==> config.mk <==
export PLATFORM = sky130hd
export DESIGN_NAME = elevator_sweep_controller
export DESIGN_NICKNAME = d
export VERILOG_FILES = /design/src/sv/esc_pkg.sv /design/src/sv/elevator_sweep_controller.sv /design/src/sv/esc_ctrl.sv /design/src/sv/esc_dp.sv
export SDC_FILE = /design/constraint.sdc
export NUM_CORES = 1
export LEC_CHECK = 0
export BUFFER_PORTS_ARGS = -buffer_cell sky130_fd_sc_hd__buf_2
export CAP_MARGIN = 0
export CORE_ASPECT_RATIO = 1.5
export CORE_MARGIN = 2
export CORE_UTILIZATION = 39
export DETAILED_ROUTE_END_ITERATION = 8
export PLACE_DENSITY = 0.62
export SYNTH_ARGS = -nofsm -noshare
export SYNTH_HDL_FRONTEND = slang
export SYNTH_SLANG_ARGS = --single-unit
==> constraint.sdc <==
create_clock -name i_clk -period 7.6 [get_ports i_clk]
set_input_delay 0.76 -clock i_clk [delete_from_list [all_inputs] [get_ports i_clk]]
set_output_delay 0.76 -clock i_clk [all_outputs]
set_load 0.03 [all_outputs]
==> src/sv/esc_pkg.sv <==
// Shared codes and types for the elevator sweep controller.
// No dependencies; imported by the controller, the datapath and the top level.
package esc_pkg;

    localparam int FLOOR_W = 4;
    localparam int SPEED_W = 7;

    // Event codes carried in func
    localparam logic [2:0] FN_UPDATE  = 3'd0;
    localparam logic [2:0] FN_REQUEST = 3'd1;
    localparam logic [2:0] FN_REACHED = 3'd2;
    localparam logic [2:0] FN_EMERG   = 3'd3;
    localparam logic [2:0] FN_CLEAR   = 3'd4;
    localparam logic [2:0] FN_DOOR    = 3'd5;

    // Controller modes, reported as ctrl_state
    localparam logic [2:0] MODE_IDLE  = 3'd0;
    localparam logic [2:0] MODE_UP    = 3'd1;
    localparam logic [2:0] MODE_DOWN  = 3'd2;
    localparam logic [2:0] MODE_DOORS = 3'd3;
    localparam logic [2:0] MODE_EMERG = 3'd4;

    // Travel direction codes
    localparam logic [1:0] HEAD_NONE = 2'd0;
    localparam logic [1:0] HEAD_UP   = 2'd1;
    localparam logic [1:0] HEAD_DOWN = 2'd2;

    // Commands from the controller to the datapath, at most one update action per beat
    typedef struct packed {
        logic req;          // set stop bit for the event floor
        logic reach;        // latch a floor-reached event
        logic emerg;        // latch an emergency, drop duty
        logic clear;        // clear emergency and all stops
        logic door;         // latch a door-expired event
        logic enter_emerg;  // update: enter emergency
        logic start_move;   // update: take the scan result as new goal
        logic no_stop;      // update: nothing pending, drop heading
        logic arrive;       // update: consume the reached event
        logic door_close;   // update: consume the door-expired event
    } t_cmd;

    // Status from the datapath to the controller
    typedef struct packed {
        logic emerg_pending;
        logic found;        // scan found a pending stop
        logic goal_above;   // found stop lies above the current floor
        logic goal_below;   // found stop lies below the current floor
        logic reach_pending;
        logic reach_hit;    // reached floor is requested or is the goal
        logic door_pending;
        logic stops_empty;
    } t_status;

endpackage

==> src/sv/elevator_sweep_controller.sv <==
// Elevator sweep (SCAN) controller.
// Input stream: one event beat per item (func on tuser, floor on tdata). Each accepted
// beat yields exactly one result beat on the output stream showing the state after it.
// Latency: the result beat is valid on the cycle after the input beat is accepted.
// Throughput: one event per cycle while the receiver takes each result; the stop search is a
// combinational priority encoder over the stop vector.
// The state registers double as the output register: while a result beat is held,
// the input side accepts a new beat only in the cycle the result is taken, so a
// stalled receiver stalls the input and no result is lost or overwritten.
// Pulse fields (door timer start/stop, alert) are high only on results of update
// events that caused them.
// Configuration: APB write at byte address 0 (slow_speed) or 4 (full_speed); reads
// return the register. Write only while no event is in flight.
// Reset (synchronous, active low): idle, floor 1, goal 1, no stops, no heading,
// duty 0, no pending events, slow_speed 30, full_speed 100, no result pending.
// Depends on esc_pkg, esc_ctrl and esc_dp.
module elevator_sweep_controller
    import esc_pkg::*;
#(
    parameter int NUM_FLOORS = 4
) (
    input  logic        i_clk,
    input  logic        i_rst_n,
    // event stream
    input  logic        s_tvalid,
    output logic        s_tready,
    input  logic [7:0]  s_tdata,   // [3:0] floor, [7:4] zero
    input  logic [2:0]  s_tuser,   // [2:0] func
    // result stream
    output logic        m_tvalid,
    input  logic        m_tready,
    output logic [23:0] m_tdata,   // [2:0] ctrl_state, [6:3] cur_floor, [10:7] goal_floor,
                                   // [12:11] travel_dir, [19:13] motor_speed,
                                   // [20] door_timer_start, [21] door_timer_stop,
                                   // [22] alert, [23] idle_empty
    // configuration port
    input  logic        psel,
    input  logic        penable,
    input  logic        pwrite,
    input  logic [2:0]  paddr,
    input  logic [31:0] pwdata,
    output logic [31:0] prdata,
    output logic        pready
);

    logic [SPEED_W-1:0] r_slow_speed;
    logic [SPEED_W-1:0] r_full_speed;

    logic               w_go;
    logic               w_out_taken;
    logic               w_out_valid;
    t_cmd               w_cmd;
    t_status            w_status;
    logic [2:0]         w_mode;
    logic               w_door_start;
    logic               w_door_stop;
    logic               w_alert;
    logic [FLOOR_W-1:0] w_cur_floor;
    logic [FLOOR_W-1:0] w_goal_floor;
    logic [1:0]         w_dir;
    logic [SPEED_W-1:0] w_speed;
    logic               w_idle_empty;

    // Handshake: take a new event when no result waits or it leaves this cycle
    assign w_out_taken = w_out_valid && m_tready;
    assign s_tready    = !w_out_valid || m_tready;
    assign w_go        = s_tvalid && s_tready;

    // Speed registers
    assign pready = 1'b1;
    always_ff @(posedge i_clk) begin
        if (!i_rst_n) begin
            r_slow_speed <= SPEED_W'(30);
            r_full_speed <= SPEED_W'(100);
        end else if (psel && penable && pwrite) begin
            if (paddr[2]) begin
                r_full_speed <= pwdata[SPEED_W-1:0];
            end else begin
                r_slow_speed <= pwdata[SPEED_W-1:0];
            end
        end
    end
    assign prdata = paddr[2] ? 32'(r_full_speed) : 32'(r_slow_speed);

    esc_ctrl u_ctrl (
        .i_clk        (i_clk),
        .i_rst_n      (i_rst_n),
        .i_go         (w_go),
        .i_out_taken  (w_out_taken),
        .i_func       (s_tuser),
        .i_status     (w_status),
        .o_cmd        (w_cmd),
        .o_mode       (w_mode),
        .o_door_start (w_door_start),
        .o_door_stop  (w_door_stop),
        .o_alert      (w_alert),
        .o_out_valid  (w_out_valid)
    );

    esc_dp #(
        .NUM_FLOORS (NUM_FLOORS)
    ) u_dp (
        .i_clk        (i_clk),
        .i_rst_n      (i_rst_n),
        .i_cmd        (w_cmd),
        .i_floor      (s_tdata[3:0]),
        .i_slow_speed (r_slow_speed),
        .i_full_speed (r_full_speed),
        .o_status     (w_status),
        .o_cur_floor  (w_cur_floor),
        .o_goal_floor (w_goal_floor),
        .o_dir        (w_dir),
        .o_speed      (w_speed)
    );

    // Pack the result beat
    assign w_idle_empty = (w_mode == MODE_IDLE) && w_status.stops_empty;
    assign m_tvalid     = w_out_valid;
    assign m_tdata      = {w_idle_empty, w_alert, w_door_stop, w_door_start,
                           w_speed, w_dir, w_goal_floor, w_cur_floor, w_mode};

endmodule

==> src/sv/esc_ctrl.sv <==
// Controller state machine of the elevator sweep controller: mode, pulses, output valid.
// Depends on esc_pkg; drives commands into esc_dp and reads its status.
module esc_ctrl
    import esc_pkg::*;
(
    input  logic        i_clk,
    input  logic        i_rst_n,
    input  logic        i_go,         // input beat accepted
    input  logic        i_out_taken,  // output beat accepted
    input  logic [2:0]  i_func,
    input  t_status     i_status,
    output t_cmd        o_cmd,
    output logic [2:0]  o_mode,
    output logic        o_door_start,
    output logic        o_door_stop,
    output logic        o_alert,
    output logic        o_out_valid
);

    logic [2:0] r_mode, n_mode;
    logic       r_start, n_start;
    logic       r_stop, n_stop;
    logic       r_alert, n_alert;
    logic       r_out_valid, n_out_valid;

    // Decode the event against the current mode
    always_comb begin
        o_cmd   = '0;
        n_mode  = r_mode;
        n_start = 1'b0;
        n_stop  = 1'b0;
        n_alert = 1'b0;
        unique case (i_func)
            FN_UPDATE: begin
                if (i_status.emerg_pending) begin
                    if (r_mode != MODE_EMERG) begin
                        o_cmd.enter_emerg = 1'b1;
                        n_mode  = MODE_EMERG;
                        n_stop  = 1'b1;
                        n_alert = 1'b1;
                    end
                end else begin
                    unique case (r_mode)
                        MODE_IDLE: begin
                            if (i_status.found) begin
                                o_cmd.start_move = 1'b1;
                                if (i_status.goal_above) begin
                                    n_mode = MODE_UP;
                                end else if (i_status.goal_below) begin
                                    n_mode = MODE_DOWN;
                                end else begin
                                    n_mode  = MODE_DOORS;
                                    n_start = 1'b1;
                                end
                            end else begin
                                o_cmd.no_stop = 1'b1;
                            end
                        end
                        MODE_UP, MODE_DOWN: begin
                            if (i_status.reach_pending) begin
                                o_cmd.arrive = 1'b1;
                                if (i_status.reach_hit) begin
                                    n_mode  = MODE_DOORS;
                                    n_start = 1'b1;
                                end
                            end
                        end
                        MODE_DOORS: begin
                            if (i_status.door_pending) begin
                                o_cmd.door_close = 1'b1;
                                n_mode = MODE_IDLE;
                            end
                        end
                        default: begin
                        end
                    endcase
                end
            end
            FN_REQUEST: o_cmd.req = (r_mode != MODE_EMERG);
            FN_REACHED: o_cmd.reach = 1'b1;
            FN_EMERG:   o_cmd.emerg = 1'b1;
            FN_CLEAR: begin
                o_cmd.clear = 1'b1;
                n_mode = MODE_IDLE;
            end
            FN_DOOR:    o_cmd.door = 1'b1;
            default: begin
            end
        endcase
        // hold everything unless a beat is taken
        if (!i_go) begin
            o_cmd   = '0;
            n_mode  = r_mode;
            n_start = r_start;
            n_stop  = r_stop;
            n_alert = r_alert;
        end
    end

    // Result beat is valid after each accepted event until taken
    always_comb begin
        n_out_valid = r_out_valid;
        if (i_go) begin
            n_out_valid = 1'b1;
        end else if (i_out_taken) begin
            n_out_valid = 1'b0;
        end
    end

    always_ff @(posedge i_clk) begin
        if (!i_rst_n) begin
            r_mode      <= MODE_IDLE;
            r_start     <= 1'b0;
            r_stop      <= 1'b0;
            r_alert     <= 1'b0;
            r_out_valid <= 1'b0;
        end else begin
            r_mode      <= n_mode;
            r_start     <= n_start;
            r_stop      <= n_stop;
            r_alert     <= n_alert;
            r_out_valid <= n_out_valid;
        end
    end

    assign o_mode       = r_mode;
    assign o_door_start = r_start;
    assign o_door_stop  = r_stop;
    assign o_alert      = r_alert;
    assign o_out_valid  = r_out_valid;

endmodule

==> src/sv/esc_dp.sv <==
// Datapath of the elevator sweep controller: stop vector, floors, heading, duty, pending events.
// Depends on esc_pkg; executes commands from esc_ctrl and returns status.
module esc_dp
    import esc_pkg::*;
#(
    parameter int NUM_FLOORS = 4
) (
    input  logic               i_clk,
    input  logic               i_rst_n,
    input  t_cmd               i_cmd,
    input  logic [FLOOR_W-1:0] i_floor,
    input  logic [SPEED_W-1:0] i_slow_speed,
    input  logic [SPEED_W-1:0] i_full_speed,
    output t_status            o_status,
    output logic [FLOOR_W-1:0] o_cur_floor,
    output logic [FLOOR_W-1:0] o_goal_floor,
    output logic [1:0]         o_dir,
    output logic [SPEED_W-1:0] o_speed
);

    localparam int MAP_W = 1 << FLOOR_W;

    logic [NUM_FLOORS:1]  r_stops, n_stops;
    logic [FLOOR_W-1:0]   r_floor_now, n_floor_now;
    logic [FLOOR_W-1:0]   r_floor_goal, n_floor_goal;
    logic [1:0]           r_heading, n_heading;
    logic [SPEED_W-1:0]   r_duty, n_duty;
    logic                 r_reach_pend, n_reach_pend;
    logic [FLOOR_W-1:0]   r_reach_val, n_reach_val;
    logic                 r_door_pend, n_door_pend;
    logic                 r_emerg_pend, n_emerg_pend;

    logic [MAP_W-1:0]     w_stop_map;
    logic [MAP_W-1:0]     w_in_onehot;
    logic [MAP_W-1:0]     w_now_onehot;
    logic [MAP_W-1:0]     w_reach_onehot;
    logic [FLOOR_W-1:0]   w_scan_up;
    logic [FLOOR_W-1:0]   w_scan_down;
    logic [FLOOR_W-1:0]   w_next;
    logic [1:0]           w_next_dir;
    logic                 w_found;
    logic                 w_above;
    logic                 w_below;
    logic                 w_dist_one;
    logic                 w_reach_hit;

    // Stop bits on a full floor-code map; codes off the valid range read zero
    assign w_stop_map     = MAP_W'({r_stops, 1'b0});
    assign w_in_onehot    = MAP_W'(1) << i_floor;
    assign w_now_onehot   = MAP_W'(1) << r_floor_now;
    assign w_reach_onehot = MAP_W'(1) << r_reach_val;

    // Priority encoders: nearest stop at or above, at or below the current floor
    always_comb begin
        w_scan_up   = '0;
        w_scan_down = '0;
        for (int f = NUM_FLOORS; f >= 1; f--) begin
            if (r_stops[f] && (FLOOR_W'(f) >= r_floor_now)) begin
                w_scan_up = FLOOR_W'(f);
            end
        end
        for (int f = 1; f <= NUM_FLOORS; f++) begin
            if (r_stops[f] && (FLOOR_W'(f) <= r_floor_now)) begin
                w_scan_down = FLOOR_W'(f);
            end
        end
    end

    // Sweep choice: keep the heading, else reverse
    always_comb begin
        if (r_heading == HEAD_UP || r_heading == HEAD_NONE) begin
            if (w_scan_up != '0) begin
                w_next     = w_scan_up;
                w_next_dir = HEAD_UP;
            end else begin
                w_next     = w_scan_down;
                w_next_dir = HEAD_DOWN;
            end
        end else begin
            if (w_scan_down != '0) begin
                w_next     = w_scan_down;
                w_next_dir = HEAD_DOWN;
            end else begin
                w_next     = w_scan_up;
                w_next_dir = HEAD_UP;
            end
        end
    end

    assign w_found     = (w_next != '0);
    assign w_above     = (w_next > r_floor_now);
    assign w_below     = (w_next < r_floor_now);
    assign w_dist_one  = w_above ? ((w_next - r_floor_now) == FLOOR_W'(1))
                                 : ((r_floor_now - w_next) == FLOOR_W'(1));
    assign w_reach_hit = w_stop_map[r_reach_val] || (r_reach_val == r_floor_goal);

    // Execute commands
    always_comb begin
        n_stops      = r_stops;
        n_floor_now  = r_floor_now;
        n_floor_goal = r_floor_goal;
        n_heading    = r_heading;
        n_duty       = r_duty;
        n_reach_pend = r_reach_pend;
        n_reach_val  = r_reach_val;
        n_door_pend  = r_door_pend;
        n_emerg_pend = r_emerg_pend;

        if (i_cmd.req) begin
            n_stops = r_stops | w_in_onehot[NUM_FLOORS:1];
        end
        if (i_cmd.reach) begin
            n_floor_now  = i_floor;
            n_reach_val  = i_floor;
            n_reach_pend = 1'b1;
        end
        if (i_cmd.emerg) begin
            n_duty       = '0;
            n_emerg_pend = 1'b1;
        end
        if (i_cmd.clear) begin
            n_emerg_pend = 1'b0;
            n_stops      = '0;
            n_heading    = HEAD_NONE;
            n_duty       = '0;
            n_floor_goal = r_floor_now;
        end
        if (i_cmd.door) begin
            n_door_pend = 1'b1;
        end
        if (i_cmd.enter_emerg) begin
            n_heading = HEAD_NONE;
            n_duty    = '0;
        end
        if (i_cmd.no_stop) begin
            n_heading = HEAD_NONE;
        end
        if (i_cmd.start_move) begin
            n_floor_goal = w_next;
            n_heading    = w_next_dir;
            if (w_above || w_below) begin
                n_duty = w_dist_one ? i_slow_speed : i_full_speed;
            end else begin
                n_stops = r_stops & ~w_now_onehot[NUM_FLOORS:1];
                n_duty  = '0;
            end
        end
        if (i_cmd.arrive) begin
            n_reach_pend = 1'b0;
            n_floor_now  = r_reach_val;
            if (w_reach_hit) begin
                n_stops = r_stops & ~w_reach_onehot[NUM_FLOORS:1];
                n_duty  = '0;
            end else begin
                n_duty = i_full_speed;
            end
        end
        if (i_cmd.door_close) begin
            n_door_pend = 1'b0;
            n_duty      = '0;
        end
    end

    always_ff @(posedge i_clk) begin
        if (!i_rst_n) begin
            r_stops      <= '0;
            r_floor_now  <= FLOOR_W'(1);
            r_floor_goal <= FLOOR_W'(1);
            r_heading    <= HEAD_NONE;
            r_duty       <= '0;
            r_reach_pend <= 1'b0;
            r_reach_val  <= '0;
            r_door_pend  <= 1'b0;
            r_emerg_pend <= 1'b0;
        end else begin
            r_stops      <= n_stops;
            r_floor_now  <= n_floor_now;
            r_floor_goal <= n_floor_goal;
            r_heading    <= n_heading;
            r_duty       <= n_duty;
            r_reach_pend <= n_reach_pend;
            r_reach_val  <= n_reach_val;
            r_door_pend  <= n_door_pend;
            r_emerg_pend <= n_emerg_pend;
        end
    end

    // Status back to the controller
    always_comb begin
        o_status.emerg_pending = r_emerg_pend;
        o_status.found         = w_found;
        o_status.goal_above    = w_above;
        o_status.goal_below    = w_below;
        o_status.reach_pending = r_reach_pend;
        o_status.reach_hit     = w_reach_hit;
        o_status.door_pending  = r_door_pend;
        o_status.stops_empty   = (r_stops == '0);
    end

    assign o_cur_floor  = r_floor_now;
    assign o_goal_floor = r_floor_goal;
    assign o_dir        = r_heading;
    assign o_speed      = r_duty;

endmodule
* Word level (Yosys, flattened, before mapping)
Index checks and enable logic that the tools add are counted. Widths: inputs -> output; s select.
Operators by class: add/subtract/negate cells 2, order comparisons 11, equality and inequality tests 19, shift-type cells 3, muxes and demuxes 78, bitwise logic cells 7, reduce and logical (&&, ||, !) cells 38
Operators with widths (count):
- $mux 7 | 9
- $mux 4 | 12
- $mux 3 | 13
- $mux 1 | 27
- $mux 2 | 11
- $ne 4x2->1 const B | 4
- $reduce_bool 4->1 | 4
- $shl 1x4->5 const A | 3
- $logic_and 1x1->1 | 13
- $eq 3x2->1 const B | 4
- $mux 10 | 1
- $pmux 3 s3 | 1
- $and 4x4->4 | 2
- $eq 4x1->1 const B | 2
- $ge 2x4->1 const A | 2
- $le 2x4->1 const A | 2
- $not 4->4 | 2
- $reduce_and 8->1 | 1
- $reduce_bool 2->1 | 4
- $reduce_or 2->1 | 4
- $sub 4x4->4 | 2
- $eq 3x1->1 const B | 2
- $eq 3x3->1 const B | 2
- $logic_not 3->1 | 2
- other kinds (23) | 29
Word-level totals: flip-flop bits (word level) 48, input port bits 53, output and inout port bits 59

* Longest topological paths before layout
word-level depth 21, mapped depth 18

* Modules after synthesis
A second synthesis with hierarchy kept.
Second synthesis, totals: cells, all modules 444, area total of the unflattened synthesis 3560.9 sq um
Modules (own cells, without submodules):
- esc_dp | instances 1, cells each 278, area each 2103.3 sq um, seq. area each 560.5 sq um
- elevator_sweep_controller | instances 1, cells each 105, area each 953.4 sq um, seq. area each 280.3 sq um
- esc_ctrl | instances 1, cells each 61, area each 504.2 sq um, seq. area each 120.1 sq um

* Worst setup path after synthesis
Ideal clock, no wire load.
path kind register -> register, from reg u_dp.r_floor_now[0], in the netlist u_dp.o_cur_floor[0], to reg u_dp.r_duty[0], in the netlist u_dp.o_speed[0], library setup time 0.120 ns, arrival 3.645 ns, slack 3.836 ns, stages on the path, launching flop included 19, cells stage by stage dfxtp_1 > buf_2 > nand2b_1 > a21oi_1 > o21ai_0 > a21oi_1 > o31ai_1 > inv_1 > ha_1 > inv_1 > fa_1 > a21oi_1 > nor3b_1 > nand2_1 > a31o_2 > a31o_4 > xnor2_4 > a31oi_1 > a211o_1
Between the ends: cells in the longest elaborated chain, start to end 17, elaborated cells between the ends (all ways) 48, those cells by class add/sub (2); order compare (10); eq/ne (2); mux (21); reduce/logical (13)
RTL lines:
- start, declared | line esc_dp.sv:24 | logic [FLOOR_W-1:0] r_floor_now, n_floor_now;
- start signal, assigned | line esc_dp.sv:177 | r_floor_now <= n_floor_now;
- branches (longest 17 deep; another with $le 1x4->1)
- end signal, assigned | line esc_dp.sv:180 | r_duty <= n_duty;
- end, declared | line esc_dp.sv:27 | logic [SPEED_W-1:0] r_duty, n_duty;
Several ways; the timed one is not identified. A chain may end at the register's enable or synchronous reset.

* Worst setup path after layout
from reg u_dp.r_floor_now[0], in the netlist u_dp.o_cur_floor[0], to reg u_dp.r_duty[1], in the netlist u_dp.o_speed[1]
Same word-level chain as after synthesis.

==> run summary <==
The run finished with clean final reports. The total standard cell area after synthesis came out at 3411 um2. The total clock buffers created by CTS came out at 5. Leaving out fill and tap cells, the most frequent cell in the layout is sky130_fd_sc_hd__nand2_1. The die span in y is 118.5 um. The horizontal die dimension is 80.36 um.

The final worst-path cycle share came out at 0.5726. Counting the fill cells in the layout gives 860. The multi-input combinational cells in the finished layout cover a total of 2156 um2.

The count of final max-slew check failures came out at 0. TritonCTS built the clock tree. The initial core utilization is 0.4030. The count of maximum capacitance violations is 0. The total length of routed wires is 8.987 mm. The remaining max-slew budget at the tightest pin came out at 0.2303. The number of buffers inserted for hold repair after clock tree synthesis is 0.

The final layout contains 532 nets. The total power density per cell area is 162.2 nW/um2. The number of standard cells after synthesis is 438. Entering global routing, the biggest net connects 29 pins. The library cells used most frequently in the layout, excluding fill and tap cells, are sky130_fd_sc_hd__nand2_1, sky130_fd_sc_hd__buf_2, sky130_fd_sc_hd__dfxtp_1. The post-route clock skew came out at 0.005111 ns.

The most used flip-flop cell after synthesis is sky130_fd_sc_hd__dfxtp_1. The post-synthesis to final-layout area growth is 9.685%. The routed via count divided by cell count is 5.703. The basic-gate share of the synthesized area counting and, or, nand and nor cells came out at 0.2432. Of the total synthesized cell area, the portion taken by full adders, half adders and majority gates is 0.02421. Across all layers, the routed design uses 3308 vias. The post-route DRC violation count came out at 0. The number of flops mapped to enable cells by yosys is 0. The critical path in this run is classified as reg -> reg. For this run, the register share of the synthesized area comes to 0.2817. At the worst endpoint, the arrival time is 4.52 ns. The register-to-register path setup slack is 3.25 ns.

The area occupied by registers came out at 960.9 um2. The initialized floorplan defines 41 standard-cell rows. STA classifies the critical path endpoint as a flip-flop. The startpoint type of the worst setup path is a flip-flop. The buffers inserted during post-CTS setup optimization is 0. The number of sinks handled by clock tree synthesis is 48. The post-synthesis register bit count came out at 48.

The total iterations of the first detailed-routing run came out at 4. The total global-route track usage came out at 0.1920. The share of final-layout standard cells stronger than drive strength 1 came out at 0.1882.

The largest vdd supply drop came out at 0.07830 mV. The clock transition time at the flip-flop clock pins of the worst setup and hold paths came out at 0.07 ns. For this design the static power due to leakage is 1.593 nW. The xor/xnor share of the synthesized area came out at 0.04109. The largest fanout of any net on the critical path came out at 14.

The first global-routing pass estimated 14.68 mm of wire. The congestion estimate from routability-driven global placement came to 0.9117. The time the worst path needs with I/O delays and setup came out at 4.352 ns.

The required time at the endpoint of the critical path is 7.77 ns. The via count of the first global-routing pass was 2949. The number of port buffers is 54.

The fraction of the mapped netlist area in compound gates is 0.2465. The signal on the critical path passes through nand2b_1 -> a21oi_1 -> o21ai_0 -> a21oi_1 -> o31ai_1 -> inv_1 -> ha_1 -> inv_1 -> fa_1 -> a21oi_1 -> nor3b_1 -> nand2_1 -> a31o_2 -> a31o_4 -> xnor2_2 -> nor4_1 -> a211o_1. The portion of netlist area occupied by mux cells is 0.04659. The worst hold path belongs to the class reg -> reg.

The synthesized netlist contains 68 unique library cells. Clock tree synthesis selected as its root buffer the cell sky130_fd_sc_hd__clkbuf_16. Timing would allow up to 229.8 MHz. The initial antenna violation count is 0. The clock reaches the later pin of the worst-skew pair after 0.29 ns. The number of DRC markers in iteration 0 is 193.

The maximum single-stage delay on the critical path is 0.62 ns. The I/O pin total came out at 112. Setup repair after global routing left no endpoint under its margin.

The maximum level of the CTS H-tree is 2. Setup violations remaining at the end of the flow were counted as 0. The share of synthesized flip-flops with an asynchronous set or reset is 0. The aggregate negative setup slack came out at 0 ns.

The final-report hold violation count is 0. The per-instance average area after synthesis is 7.787 um2. The wire length per cell came out at 15.49 um.

The pre-CTS setup slack is 3.465 ns. The remaining antenna violation count came out at 0. The die covers 9525 um2. The clock tree buffer depth came out at 2. The warning count from the yosys run is 0. The area of the core region is 8464 um2. The worst-case setup margin in the final layout is 3.248 ns. The slew at the pin closest to its max-slew limit came out at 1.152 ns.

By area, the combinational part of the netlist is dominated by compound AO/OA/AOI/OAI gates. The critical path's most frequent cell is sky130_fd_sc_hd__a21oi_1. The number of antenna diodes in the final layout is 0. The critical path's slowest cell is sky130_fd_sc_hd__dfxtp_1. The total half-perimeter wirelength after legalization and detailed placement is 6.643 mm. For this run the aggregate overflow at the end of global routing stands at 0. The number of gates resized after CTS was 0.
-- logic make-up (layout without fill, tap and decap cells) --
kind of cell	after synthesis	after routing
simple gates	174	174
compound gates	115	115
buf+inv	68	79
mux	15	15
flops	48	48
fa+ha+maj	6	6
xor+xnor	10	10
other cells	2	26
-- state kept, by name, summed over array words and instances, names as in the netlist, 2 cells and up --
signal,flops
u_dp.o_cur_floor,4
u_dp.o_speed,7
u_dp.r_stops,4
u_dp.o_goal_floor,4
u_dp.r_reach_val,4
u_ctrl.o_mode,3
r_full_speed,7
r_slow_speed,7
u_dp.o_dir,2
-- where the power goes --
part           switching [mW]  total [mW]  internal, mW
Clock                  0.0938       0.232         0.138
Combinational          0.0756       0.108        0.0322
Sequential            0.00840       0.267         0.258
-- routing by layer --
layer / vias to the layer above / routed length, um / track usage
met4: 0 / 162 / 0.06250
met1: 1562 / 3639 / 0.2329
met5: - / 0 / 0
met2: 144 / 4683 / 0.3391
li1: 1591 / - / -
met3: 11 / 501 / 0.02901
-- synth_stat cells (all sizes together) (8+ instances only) --
master	n	area, um2
mux2i	8	80.08
o21ai	19	95.09
nor4	12	75.07
inv	18	67.57
buf	43	296.5
dfxtp	48	960.9
nand3	30	150.1
a211o	9	78.83
o21a	11	82.58
nand2	67	251.5
a21oi	25	136.4
nor2	37	148.9
a31oi	11	68.82
-- path summary, 6_finish.rpt --
kind,startpoint,end,cells after the start
setup / recovery,u_dp.o_cur_floor[0],u_dp.o_speed[1],17
hold / removal,r_slow_speed[0],r_slow_speed[0],2
setup reg to reg,u_dp.o_cur_floor[0],u_dp.o_speed[1],17
hold reg to reg,r_slow_speed[0],r_slow_speed[0],2
-- cell type report --
cell class                      count  share of cell area
Tap cell                          107             0.03579
Sequential cell                    48              0.2569
Inverter                           18             0.01806
Timing Repair Buffer               54             0.07224
Clock buffer                        7             0.04080
Multi-Input combinational cell    346              0.5763
-- critical path: cells and delay by family, from the launching register on --
kind	cells	cell delay, ns
xor+xnor	1	0.33
flops	1	0.62
fa+ha+maj	2	0.48
buf+inv	2	0.17
simple gates	4	0.64
compound gates	8	2.00
-- per-stage QoR --
step | cells | total power [mW] | util | hold WS, ns | area [um2]
5_1_grt | 580 | 0.6324 | 0.4420 | 0.5263 | 3741
2_1_floorplan | 462 | 0.3637 | - | 0.4471 | 3501
4_1_cts | 580 | 0.6104 | 0.4420 | 0.4945 | 3741
3_3_place_gp | 573 | 0.3785 | 0.4239 | 0.4797 | 3588
3_5_place_dp | 573 | 0.3795 | 0.4239 | 0.4847 | 3588
6_report | 580 | 0.6068 | 0.4420 | 0.4882 | 3741
Power figures use the tool's default switching activity.
